==> src/rtl/two_class_lock_arbiter_with_aging_assert.svh <==
// assertion macros shared by the lock arbiter rtl
// needs a clock and an active-low reset in scope of the caller
`ifndef TWO_CLASS_LOCK_ARBITER_WITH_AGING_ASSERT_SVH
`define TWO_CLASS_LOCK_ARBITER_WITH_AGING_ASSERT_SVH

// same-cycle implication
`define TCLA_ASSERT_NOW(label, clk, rst_n, ante, cons) \
	label: assert property (@(posedge clk) disable iff (!rst_n) (ante) |-> (cons)) \
		else $error("lock arbiter check failed");

// next-cycle implication
`define TCLA_ASSERT_NEXT(label, clk, rst_n, ante, cons) \
	label: assert property (@(posedge clk) disable iff (!rst_n) (ante) |=> (cons)) \
		else $error("lock arbiter check failed");

`endif

==> src/rtl/tcla_pkg.sv <==
// shared types and codes of the two-class lock arbiter
// no dependencies
package tcla_pkg;

	localparam int ID_W   = 4;
	localparam int TIME_W = 32;
	localparam int TMO_W  = 31;
	localparam int OP_W   = 2;
	localparam int ST_W   = 2;
	localparam int ADDR_W = 3;
	localparam int DATA_W = 32;

	localparam logic [OP_W-1:0] OP_REGISTER = 2'd0;
	localparam logic [OP_W-1:0] OP_ACQUIRE  = 2'd1;
	localparam logic [OP_W-1:0] OP_RELEASE  = 2'd2;

	localparam logic [ST_W-1:0] ST_OK        = 2'd0;
	localparam logic [ST_W-1:0] ST_QUEUED    = 2'd1;
	localparam logic [ST_W-1:0] ST_NOT_REG   = 2'd2;
	localparam logic [ST_W-1:0] ST_NOT_OWNER = 2'd3;

	localparam logic REG_TIMEOUT = 1'b0;

	typedef struct packed {
		logic              cls;
		logic [TIME_W-1:0] stamp;
	} class_entry_t;

	typedef struct packed {
		logic [TIME_W-1:0] stamp;
		logic [ID_W-1:0]   id;
	} gold_entry_t;

	typedef struct packed {
		logic sel_live;
		logic capture;
		logic commit;
	} ctrl_cmd_t;

	typedef struct packed {
		logic out_blocked;
	} dp_status_t;

endpackage

==> src/rtl/tcla_ram.sv <==
// generic single-write, single-read ram with registered read data
// no dependencies
module tcla_ram #(
	parameter int WIDTH = 8,
	parameter int DEPTH = 16
) (
	input  logic                                   clk,
	input  logic                                   we,
	input  logic [(DEPTH > 1 ? $clog2(DEPTH) : 1)-1:0] waddr,
	input  logic [WIDTH-1:0]                       wdata,
	input  logic [(DEPTH > 1 ? $clog2(DEPTH) : 1)-1:0] raddr,
	output logic [WIDTH-1:0]                       rdata
);

	logic [WIDTH-1:0] mem_q [DEPTH];

	always_ff @(posedge clk) begin
		if (we) begin
			mem_q[waddr] <= wdata;
		end
		rdata <= mem_q[raddr];
	end

endmodule

==> src/rtl/tcla_ctrl.sv <==
// controller of the lock arbiter: capture and commit sequencing
// depends on tcla_pkg and the assertion macro header
`include "two_class_lock_arbiter_with_aging_assert.svh"

module tcla_ctrl (
	input  logic                   clk,
	input  logic                   arst_n,
	input  logic                   in_valid,
	output logic                   in_stall,
	input  tcla_pkg::dp_status_t   dp_status,
	output tcla_pkg::ctrl_cmd_t    cmd
);
	import tcla_pkg::*;

	localparam logic S_IDLE = 1'b0;
	localparam logic S_EXEC = 1'b1;

	logic state_q;
	logic state_d;

	always_comb begin
		state_d      = state_q;
		cmd.sel_live = 1'b0;
		cmd.capture  = 1'b0;
		cmd.commit   = 1'b0;
		in_stall     = 1'b1;
		unique case (state_q)
			S_IDLE: begin
				in_stall     = 1'b0;
				cmd.sel_live = 1'b1;
				if (in_valid) begin
					cmd.capture = 1'b1;
					state_d     = S_EXEC;
				end
			end
			S_EXEC: begin
				if (!dp_status.out_blocked) begin
					cmd.commit = 1'b1;
					state_d    = S_IDLE;
				end
			end
			default: begin
				state_d = S_IDLE;
			end
		endcase
	end

	always_ff @(posedge clk or negedge arst_n) begin
		if (!arst_n) begin
			state_q <= S_IDLE;
		end else begin
			state_q <= state_d;
		end
	end

	`TCLA_ASSERT_NEXT(a_accept_busy, clk, arst_n, in_valid && !in_stall, in_stall)
	`TCLA_ASSERT_NOW(a_commit_free, clk, arst_n, cmd.commit, !dp_status.out_blocked)
	`TCLA_ASSERT_NEXT(a_commit_idle, clk, arst_n, cmd.commit, !in_stall)

endmodule

==> src/rtl/tcla_dp.sv <==
// datapath of the lock arbiter: tables, class fifos, owner and result register
// depends on tcla_pkg, tcla_ram and the assertion macro header
`include "two_class_lock_arbiter_with_aging_assert.svh"

module tcla_dp #(
	parameter int MAX_REQUESTERS = 16
) (
	input  logic                         clk,
	input  logic                         arst_n,
	input  tcla_pkg::ctrl_cmd_t          cmd,
	output tcla_pkg::dp_status_t         dp_status,
	input  logic [tcla_pkg::OP_W-1:0]    operation,
	input  logic [tcla_pkg::ID_W-1:0]    requester_id,
	input  logic                         requester_class,
	input  logic [tcla_pkg::TIME_W-1:0]  now_time,
	input  logic [tcla_pkg::TMO_W-1:0]   timeout_us,
	output logic                         out_valid,
	input  logic                         out_stall,
	output logic [tcla_pkg::ST_W-1:0]    status,
	output logic                         grant_valid,
	output logic [tcla_pkg::ID_W-1:0]    grant_id,
	output logic                         lock_held
);
	import tcla_pkg::*;

	localparam int IDX_W = (MAX_REQUESTERS > 1) ? $clog2(MAX_REQUESTERS) : 1;
	localparam int CNT_W = $clog2(MAX_REQUESTERS + 1);
	localparam logic [IDX_W-1:0] LAST_IDX = IDX_W'(MAX_REQUESTERS - 1);

	function automatic logic [IDX_W-1:0] ptr_inc(input logic [IDX_W-1:0] p);
		logic [IDX_W-1:0] r;
		r = (p == LAST_IDX) ? '0 : p + 1'b1;
		return r;
	endfunction

	logic [OP_W-1:0]   op_q;
	logic [ID_W-1:0]   id_q;
	logic              cls_q;
	logic [TIME_W-1:0] now_q;

	logic [MAX_REQUESTERS-1:0] registered_q, registered_d;
	logic [MAX_REQUESTERS-1:0] waiting_q, waiting_d;
	logic [IDX_W-1:0]          g_head_q, g_tail_q, b_head_q, b_tail_q;
	logic [CNT_W-1:0]          g_cnt_q, b_cnt_q;
	logic                      owner_valid_q, owner_valid_d;
	logic [ID_W-1:0]           owner_q, owner_d;

	logic              out_valid_q;
	logic [ST_W-1:0]   status_q, status_d;
	logic              grant_valid_q, grant_valid_d;
	logic [ID_W-1:0]   grant_id_q, grant_id_d;
	logic              lock_held_q;

	class_entry_t      ct_rd, ct_wdata;
	gold_entry_t       g_rd, g_wdata;
	logic [ID_W-1:0]   b_rd;
	logic              ct_we, g_we, b_we, g_pop, b_pop;
	logic [IDX_W-1:0]  ct_raddr, idx;
	logic              in_rng, reg_hit, wait_hit, aged;
	logic [TIME_W-1:0] age;
	logic [ID_W-1:0]   nxt;

	assign ct_raddr = cmd.sel_live ? IDX_W'(requester_id) : IDX_W'(id_q);

	tcla_ram #(.WIDTH($bits(class_entry_t)), .DEPTH(MAX_REQUESTERS)) u_class_ram (
		.clk   (clk),
		.we    (ct_we && cmd.commit),
		.waddr (idx),
		.wdata (ct_wdata),
		.raddr (ct_raddr),
		.rdata (ct_rd)
	);

	tcla_ram #(.WIDTH($bits(gold_entry_t)), .DEPTH(MAX_REQUESTERS)) u_gold_ram (
		.clk   (clk),
		.we    (g_we && cmd.commit),
		.waddr (g_tail_q),
		.wdata (g_wdata),
		.raddr (g_head_q),
		.rdata (g_rd)
	);

	tcla_ram #(.WIDTH(ID_W), .DEPTH(MAX_REQUESTERS)) u_black_ram (
		.clk   (clk),
		.we    (b_we && cmd.commit),
		.waddr (b_tail_q),
		.wdata (id_q),
		.raddr (b_head_q),
		.rdata (b_rd)
	);

	assign idx      = IDX_W'(id_q);
	assign in_rng   = 32'(id_q) < 32'(MAX_REQUESTERS);
	assign reg_hit  = in_rng && registered_q[idx];
	assign wait_hit = in_rng && waiting_q[idx];
	assign age      = now_q - g_rd.stamp;
	assign aged     = age > {1'b0, timeout_us};
	assign ct_wdata = '{cls: cls_q, stamp: now_q};
	assign g_wdata  = '{stamp: ct_rd.stamp, id: id_q};

	always_comb begin
		status_d      = ST_OK;
		grant_valid_d = 1'b0;
		grant_id_d    = '0;
		owner_d       = owner_q;
		owner_valid_d = owner_valid_q;
		registered_d  = registered_q;
		waiting_d     = waiting_q;
		ct_we         = 1'b0;
		g_we          = 1'b0;
		b_we          = 1'b0;
		g_pop         = 1'b0;
		b_pop         = 1'b0;
		nxt           = '0;
		unique case (op_q)
			OP_REGISTER: begin
				if (!in_rng) begin
					status_d = ST_NOT_REG;
				end else if (!wait_hit) begin
					registered_d[idx] = 1'b1;
					ct_we             = 1'b1;
				end
			end
			OP_ACQUIRE: begin
				if (!reg_hit || wait_hit) begin
					status_d = ST_NOT_REG;
				end else if (!owner_valid_q) begin
					owner_valid_d = 1'b1;
					owner_d       = id_q;
					grant_valid_d = 1'b1;
					grant_id_d    = id_q;
				end else begin
					waiting_d[idx] = 1'b1;
					status_d       = ST_QUEUED;
					if (ct_rd.cls) begin
						g_we = 1'b1;
					end else begin
						b_we = 1'b1;
					end
				end
			end
			OP_RELEASE: begin
				if (!in_rng || !owner_valid_q || owner_q != id_q) begin
					status_d = ST_NOT_OWNER;
				end else begin
					if (g_cnt_q != '0 && aged) begin
						g_pop = 1'b1;
					end else if (b_cnt_q != '0) begin
						b_pop = 1'b1;
					end else if (g_cnt_q != '0) begin
						g_pop = 1'b1;
					end
					nxt = g_pop ? g_rd.id : b_rd;
					if (g_pop || b_pop) begin
						waiting_d[IDX_W'(nxt)] = 1'b0;
						owner_d                = nxt;
						grant_valid_d          = 1'b1;
						grant_id_d             = nxt;
					end else begin
						owner_valid_d = 1'b0;
						owner_d       = '0;
					end
				end
			end
			default: begin
				status_d = ST_OK;
			end
		endcase
	end

	always_ff @(posedge clk) begin
		if (cmd.capture) begin
			op_q  <= operation;
			id_q  <= requester_id;
			cls_q <= requester_class;
			now_q <= now_time;
		end
		if (cmd.commit) begin
			status_q      <= status_d;
			grant_valid_q <= grant_valid_d;
			grant_id_q    <= grant_id_d;
			lock_held_q   <= owner_valid_d;
		end
	end

	always_ff @(posedge clk or negedge arst_n) begin
		if (!arst_n) begin
			registered_q  <= '0;
			waiting_q     <= '0;
			g_head_q      <= '0;
			g_tail_q      <= '0;
			g_cnt_q       <= '0;
			b_head_q      <= '0;
			b_tail_q      <= '0;
			b_cnt_q       <= '0;
			owner_valid_q <= 1'b0;
			owner_q       <= '0;
			out_valid_q   <= 1'b0;
		end else begin
			if (cmd.commit) begin
				registered_q  <= registered_d;
				waiting_q     <= waiting_d;
				owner_valid_q <= owner_valid_d;
				owner_q       <= owner_d;
				if (g_we) begin
					g_tail_q <= ptr_inc(g_tail_q);
					g_cnt_q  <= g_cnt_q + 1'b1;
				end else if (g_pop) begin
					g_head_q <= ptr_inc(g_head_q);
					g_cnt_q  <= g_cnt_q - 1'b1;
				end
				if (b_we) begin
					b_tail_q <= ptr_inc(b_tail_q);
					b_cnt_q  <= b_cnt_q + 1'b1;
				end else if (b_pop) begin
					b_head_q <= ptr_inc(b_head_q);
					b_cnt_q  <= b_cnt_q - 1'b1;
				end
			end
			if (cmd.commit) begin
				out_valid_q <= 1'b1;
			end else if (!out_stall) begin
				out_valid_q <= 1'b0;
			end
		end
	end

	assign dp_status.out_blocked = out_valid_q && out_stall;
	assign out_valid   = out_valid_q;
	assign status      = status_q;
	assign grant_valid = grant_valid_q;
	assign grant_id    = grant_id_q;
	assign lock_held   = lock_held_q;

	`TCLA_ASSERT_NOW(a_wait_count, clk, arst_n, 1'b1,
		$countones(waiting_q) == 32'(g_cnt_q) + 32'(b_cnt_q))
	`TCLA_ASSERT_NOW(a_grant_held, clk, arst_n, out_valid_q && grant_valid_q, lock_held_q)
	`TCLA_ASSERT_NOW(a_owner_free, clk, arst_n, !owner_valid_q, g_cnt_q == '0 && b_cnt_q == '0)

endmodule

==> src/rtl/two_class_lock_arbiter_with_aging.sv <==
// top level of the two-class lock arbiter: apb timeout register, controller and datapath
// flow: an accepted item is captured into the operand registers while its class entry is read,
// then committed to the tables and the result registers; in_stall holds off the next item
// until that commit, and a waiting result holds the commit back
// reset: owner, fifo pointers, registered and waiting bits clear at once, no clearing pass;
// timeout_us resets to zero, ram contents are not reset
module two_class_lock_arbiter_with_aging #(
	parameter int MAX_REQUESTERS = 16
) (
	input  logic                          clk,
	input  logic                          arst_n,
	input  logic                          psel,
	input  logic                          penable,
	input  logic                          pwrite,
	input  logic [tcla_pkg::ADDR_W-1:0]   paddr,
	input  logic [tcla_pkg::DATA_W-1:0]   pwdata,
	output logic [tcla_pkg::DATA_W-1:0]   prdata,
	output logic                          pready,
	input  logic                          in_valid,
	output logic                          in_stall,
	input  logic [tcla_pkg::OP_W-1:0]     operation,
	input  logic [tcla_pkg::ID_W-1:0]     requester_id,
	input  logic                          requester_class,
	input  logic [tcla_pkg::TIME_W-1:0]   now_time,
	output logic                          out_valid,
	input  logic                          out_stall,
	output logic [tcla_pkg::ST_W-1:0]     status,
	output logic                          grant_valid,
	output logic [tcla_pkg::ID_W-1:0]     grant_id,
	output logic                          lock_held
);
	import tcla_pkg::*;

	logic [TMO_W-1:0] timeout_q;
	ctrl_cmd_t        cmd;
	dp_status_t       dp_status;
	logic             sel_timeout;

	assign pready      = 1'b1;
	assign sel_timeout = paddr[ADDR_W-1] == REG_TIMEOUT;

	always_ff @(posedge clk or negedge arst_n) begin
		if (!arst_n) begin
			timeout_q <= '0;
		end else if (psel && penable && pwrite && pready && sel_timeout) begin
			timeout_q <= pwdata[TMO_W-1:0];
		end
	end

	assign prdata = sel_timeout ? {{(DATA_W - TMO_W){1'b0}}, timeout_q} : '0;

	tcla_ctrl u_ctrl (
		.clk       (clk),
		.arst_n    (arst_n),
		.in_valid  (in_valid),
		.in_stall  (in_stall),
		.dp_status (dp_status),
		.cmd       (cmd)
	);

	tcla_dp #(.MAX_REQUESTERS(MAX_REQUESTERS)) u_dp (
		.clk             (clk),
		.arst_n          (arst_n),
		.cmd             (cmd),
		.dp_status       (dp_status),
		.operation       (operation),
		.requester_id    (requester_id),
		.requester_class (requester_class),
		.now_time        (now_time),
		.timeout_us      (timeout_q),
		.out_valid       (out_valid),
		.out_stall       (out_stall),
		.status          (status),
		.grant_valid     (grant_valid),
		.grant_id        (grant_id),
		.lock_held       (lock_held)
	);

endmodule
==> config.mk <==
export PLATFORM = sky130hd
export DESIGN_NAME = two_class_lock_arbiter_with_aging
export DESIGN_NICKNAME = d
export VERILOG_FILES = /design/src/rtl/tcla_pkg.sv /design/src/rtl/tcla_ram.sv /design/src/rtl/tcla_ctrl.sv /design/src/rtl/tcla_dp.sv /design/src/rtl/two_class_lock_arbiter_with_aging.sv
export VERILOG_INCLUDE_DIRS = /design/src /design/src/rtl
export SDC_FILE = /design/constraint.sdc
export NUM_CORES = 2
export LEC_CHECK = 0
export BUFFER_PORTS_ARGS = -buffer_cell sky130_fd_sc_hd__buf_4
export CAP_MARGIN = 0
export CORE_MARGIN = 3
export CORE_UTILIZATION = 45
export CTS_CLUSTER_DIAMETER = 80
export DETAILED_ROUTE_END_ITERATION = 7
export HOLD_SLACK_MARGIN = 0.15
export PLACE_DENSITY = 0.65
export SLEW_MARGIN = 20
export SYNTH_ARGS = -nofsm -noshare
export SYNTH_HDL_FRONTEND = slang
export SYNTH_HIERARCHICAL = 1
export SYNTH_SLANG_ARGS = --single-unit
==> constraint.sdc <==
create_clock -name clk -period 14.3 [get_ports clk]
set_input_delay 0.715 -clock clk [delete_from_list [all_inputs] [get_ports clk]]
set_output_delay 0.715 -clock clk [all_outputs]
set_load 0.1 [all_outputs]
==> flow_summary_export.csv <==
group,metric,value,unit
layout,synthToLayoutAreaGrowth,14.2,%
logic_synthesis,yosys-top-cells-area,"edfxtp_1 (66%), mux4_2 (11%), dfrtp_1 (4.4%), dfxtp_1 (2.7%), a22oi_1 (1.9%)",
global_routing,grt_overflow,0,
clocking,clock_latency,0.75,ns
worst_setup_path,critical_path_arrival,7.90,ns
layout,nFillCells,9456,
timing,slew_viol_final,0,
flow_run,cap_violations,0,
route,ant_nets,0,
route,vias_per_cell,5.81,
clocking,cts_tree,"built",
timing,setup-tns-final,0,ns
global_routing,grt_max_degree,68,
layout,mostFrequentLayoutCell,"edfxtp_1",
logic_synthesis,synth_top_flop_cell,"edfxtp_1",
logic_synthesis,yosysSeqAreaShare,73.5,%
logic_synthesis,synth-edff-count,1215,
global_routing,antenna_found_initial,0,
clocking,cts_made_buffers,140,
timing,relSlewSlack,29.8,%
floorplan,die_x,355,µm
outcome,status,"finished clean",
logic_synthesis,yosys_warnings,6,
logic_synthesis,syn-cell-area,54900,µm²
place,globalplace.congestion,0.859,
logic_synthesis,synth_top_area_cell,"edfxtp_1",
layout,layout_common_cells,"edfxtp_1 (1215), mux4_2 (262), buf_4 (173)",
route,wire_per_inst,26.8,µm
timing,hold_viol,0,
clocking,cts-resized-gates,0,
global_routing,grt_pass1_wl,187000,µm
floorplan,coreArea,120000,µm²
layout,utilization,52.0,%
worst_setup_path,critPathLaunchType,"flip-flop",
logic_synthesis,synth_cell_type_count,73,
timing,fin_crit,7.35,ns
route,drc,0,
clocking,numClockSinks,1384,
floorplan,fp.dieArea,126000,µm²
worst_setup_path,cp.required,14.86,ns
clocking,ctsHtreeMaxLevel,4,
hold_path,hold_class,"input pin to flip-flop",
timing,rsz0062_at_grt,"no",
timing,fin_crit_sh,51.4,%
global_routing,grt_pass1_vias,28273,
layout,drive_gt1_share,23.7,%
route,wirelength,128000,µm
worst_setup_path,r2r_slack,6.95,ns
logic_synthesis,synthCells,2797,
power_and_ir_drop,p_per_area,147,nW/µm²
clocking,cts_buffer_depth,3,
power_and_ir_drop,ir_drop,135,µV
logic_synthesis,async_reset_ff_share,6.94,%
clocking,cts_root_buf,"clkbuf_16",
global_routing,track_usage,20.3,%
place,place_hpwl,71200,µm
worst_setup_path,worst-setup-path-type,"flip-flop to flip-flop",
timing,holdWs,0.207,ns
worst_setup_path,critPathMaxFanout,18,
floorplan,dieHeight,355,µm
worst_setup_path,end_kind,"flip-flop",
logic_synthesis,avgSynthCellArea,19.6,µm²
layout,fin_nets,3190,
power_and_ir_drop,power.leakage,21.3,nW
logic_synthesis,ys_seq_elements,1384,
timing,finalSetupViolCount,0,
place,portBuffers,118,
logic_synthesis,synth_top_area_share,66.5,%
route,drt-pass1-iter-count,6,
timing,worst_pin_slew,1.05,ns
logic_synthesis,synthesis.nets,2956,
floorplan,start_util,45.6,%
clocking,clk_pin_slew,0.06,ns
timing,max_freq,0.136,GHz
route,via_count,27632,
route,drtIter0Drc,3037,
power_and_ir_drop,total_power,0.00924,W
floorplan,io_pins,124,
timing,finClkSkew,0.0300,ns
floorplan,row_count,127,
Yosys cell counts, types with 15 or more instances:
| library cell | n |
|---|---|
| edfxtp_1 | 1215 |
| mux4_2 | 262 |
| a22oi_1 | 142 |
| nand2_1 | 118 |
| dfrtp_1 | 96 |
| inv_1 | 84 |
| ha_1 | 75 |
| dfxtp_1 | 73 |
| nor2_1 | 66 |
| a21oi_1 | 63 |
| clkbuf_1 | 57 |
| nor2b_1 | 49 |
| a21o_1 | 42 |
| mux4_1 | 40 |
| buf_2 | 33 |
| nand3_1 | 32 |
| mux2_4 | 31 |
| o21ai_0 | 31 |
| nor3_1 | 26 |
| xnor2_1 | 26 |
| mux2_2 | 24 |
| nand2b_1 | 22 |
| a31oi_1 | 20 |
| xor2_1 | 16 |
| buf_6 | 15 |
metal layers:
| metal | wire length [µm] | GRT usage (%) | up-vias |
|---|---|---|---|
| met5 | 0 | 0 | - |
| met4 | 3620 | 6.61 | 0 |
| met3 | 11200 | 5.02 | 192 |
| met2 | 59900 | 31.7 | 1088 |
| met1 | 52900 | 28.4 | 14525 |
| li1 | - | - | 11827 |
kinds of logic (layout without fill, tap and decap cells):
logic type	after synthesis	count (layout)	share of synthesized area [%]
multiplexers	371	371	14.3
adder cells (fa/ha/maj)	78	78	1.82
other	2	3	0.0137
AO/OA/AOI/OAI	346	346	4.34
flip-flops	1384	1384	73.5
AND/OR/NAND/NOR	370	370	3.41
XOR/XNOR	42	42	0.670
buffers and inverters	204	551	1.94
report_power, final:
part / switching (W) / internal [W]
sequential: 0.000183 / 0.00463
clock: 0.00150 / 0.00209
combinational: 0.000523 / 0.000311
total: 0.00221 / 0.00703
metrics by stage:
| stage | worst slack (ns) | cells | area (µm²) |
|---|---|---|---|
| after detailed placement | 6.55 | 4462 | 57700 |
| after CTS | 6.52 | 4755 | 62600 |
| final | 6.95 | 4757 | 62700 |
| after floorplan | 7.80 | 2797 | 54900 |
| after global placement | 6.55 | 4462 | 57700 |
| after global routing | 6.70 | 4756 | 62700 |
state kept, by name, indices dropped and copies added, names as in the netlist, 5 cells and up:
name and cells:
u_dp/u_gold_ram/mem_q 576, u_dp/u_gold_ram/rdata 36, u_dp/u_class_ram/rdata 33, timeout_q 31, u_dp/u_black_ram/mem_q 64, u_dp/waiting_q 16
u_dp/g_cnt_q 5, u_dp/u_class_ram/mem_q 528, u_dp/now_q 32, u_dp/registered_q 16, u_dp/b_cnt_q 5
cell type report:
class	count	area, µm²	area share [%]
clock inverters	76	817	1.30
flip-flops and latches	1384	40400	64.4
diodes	1	2.50	0.00399
well taps	1612	2020	3.22
clock buffers	179	3710	5.92
multi-input cells	1209	13800	21.9
repair buffers	212	1710	2.72
inverters	84	315	0.503
final timing paths:
path                                             startpoint                                to  cells after the start
setup / recovery                    u_dp/now_q[1]$_DFFE_PP_     u_dp/waiting_q[6]$_DFFE_PN0P_                     22
hold / removal                                   pwdata[24]         timeout_q[24]$_DFFE_PN0P_                      2
setup reg to reg                    u_dp/now_q[1]$_DFFE_PP_     u_dp/waiting_q[6]$_DFFE_PN0P_                     22
hold reg to reg            u_dp/registered_q[1]$_DFFE_PN0P_  u_dp/registered_q[1]$_DFFE_PN0P_                      1
max in group asynchronous                            arst_n      u_dp/g_head_q[1]$_DFFE_PN0P_                      3
min in group asynchronous                            arst_n        u_dp/out_valid$_DFFE_PN0P_                      2
critical path, cell delays in order, from the launching register on:
cell      delay, ns
edfxtp_1       0.72
ha_1           0.34
nor2b_1        0.14
o31a_1         0.27
o31ai_1        0.59
o221ai_1       0.49
o21a_1         0.32
o21a_1         0.18
o21ai_0        0.17
nand2b_1       0.13
a2111o_1       0.43
nand3_1        0.09
ha_1           0.16
nand4_1        0.30
nor4_1         0.46
and3_1         0.27
nor2_1         0.06
nor2_1         0.14
nand3_1        0.11
mux2i_2        0.68
a21oi_4        0.34
mux2i_1        0.56
a31oi_1        0.18
repair_timing:
action | 4_1_cts | 5_1_grt
endpoints found under the hold margin | 86 | 0
hold buffers | 38 | 0
setup buffers | 0 | 0
Note: power is estimated with default switching activity, not from simulation.
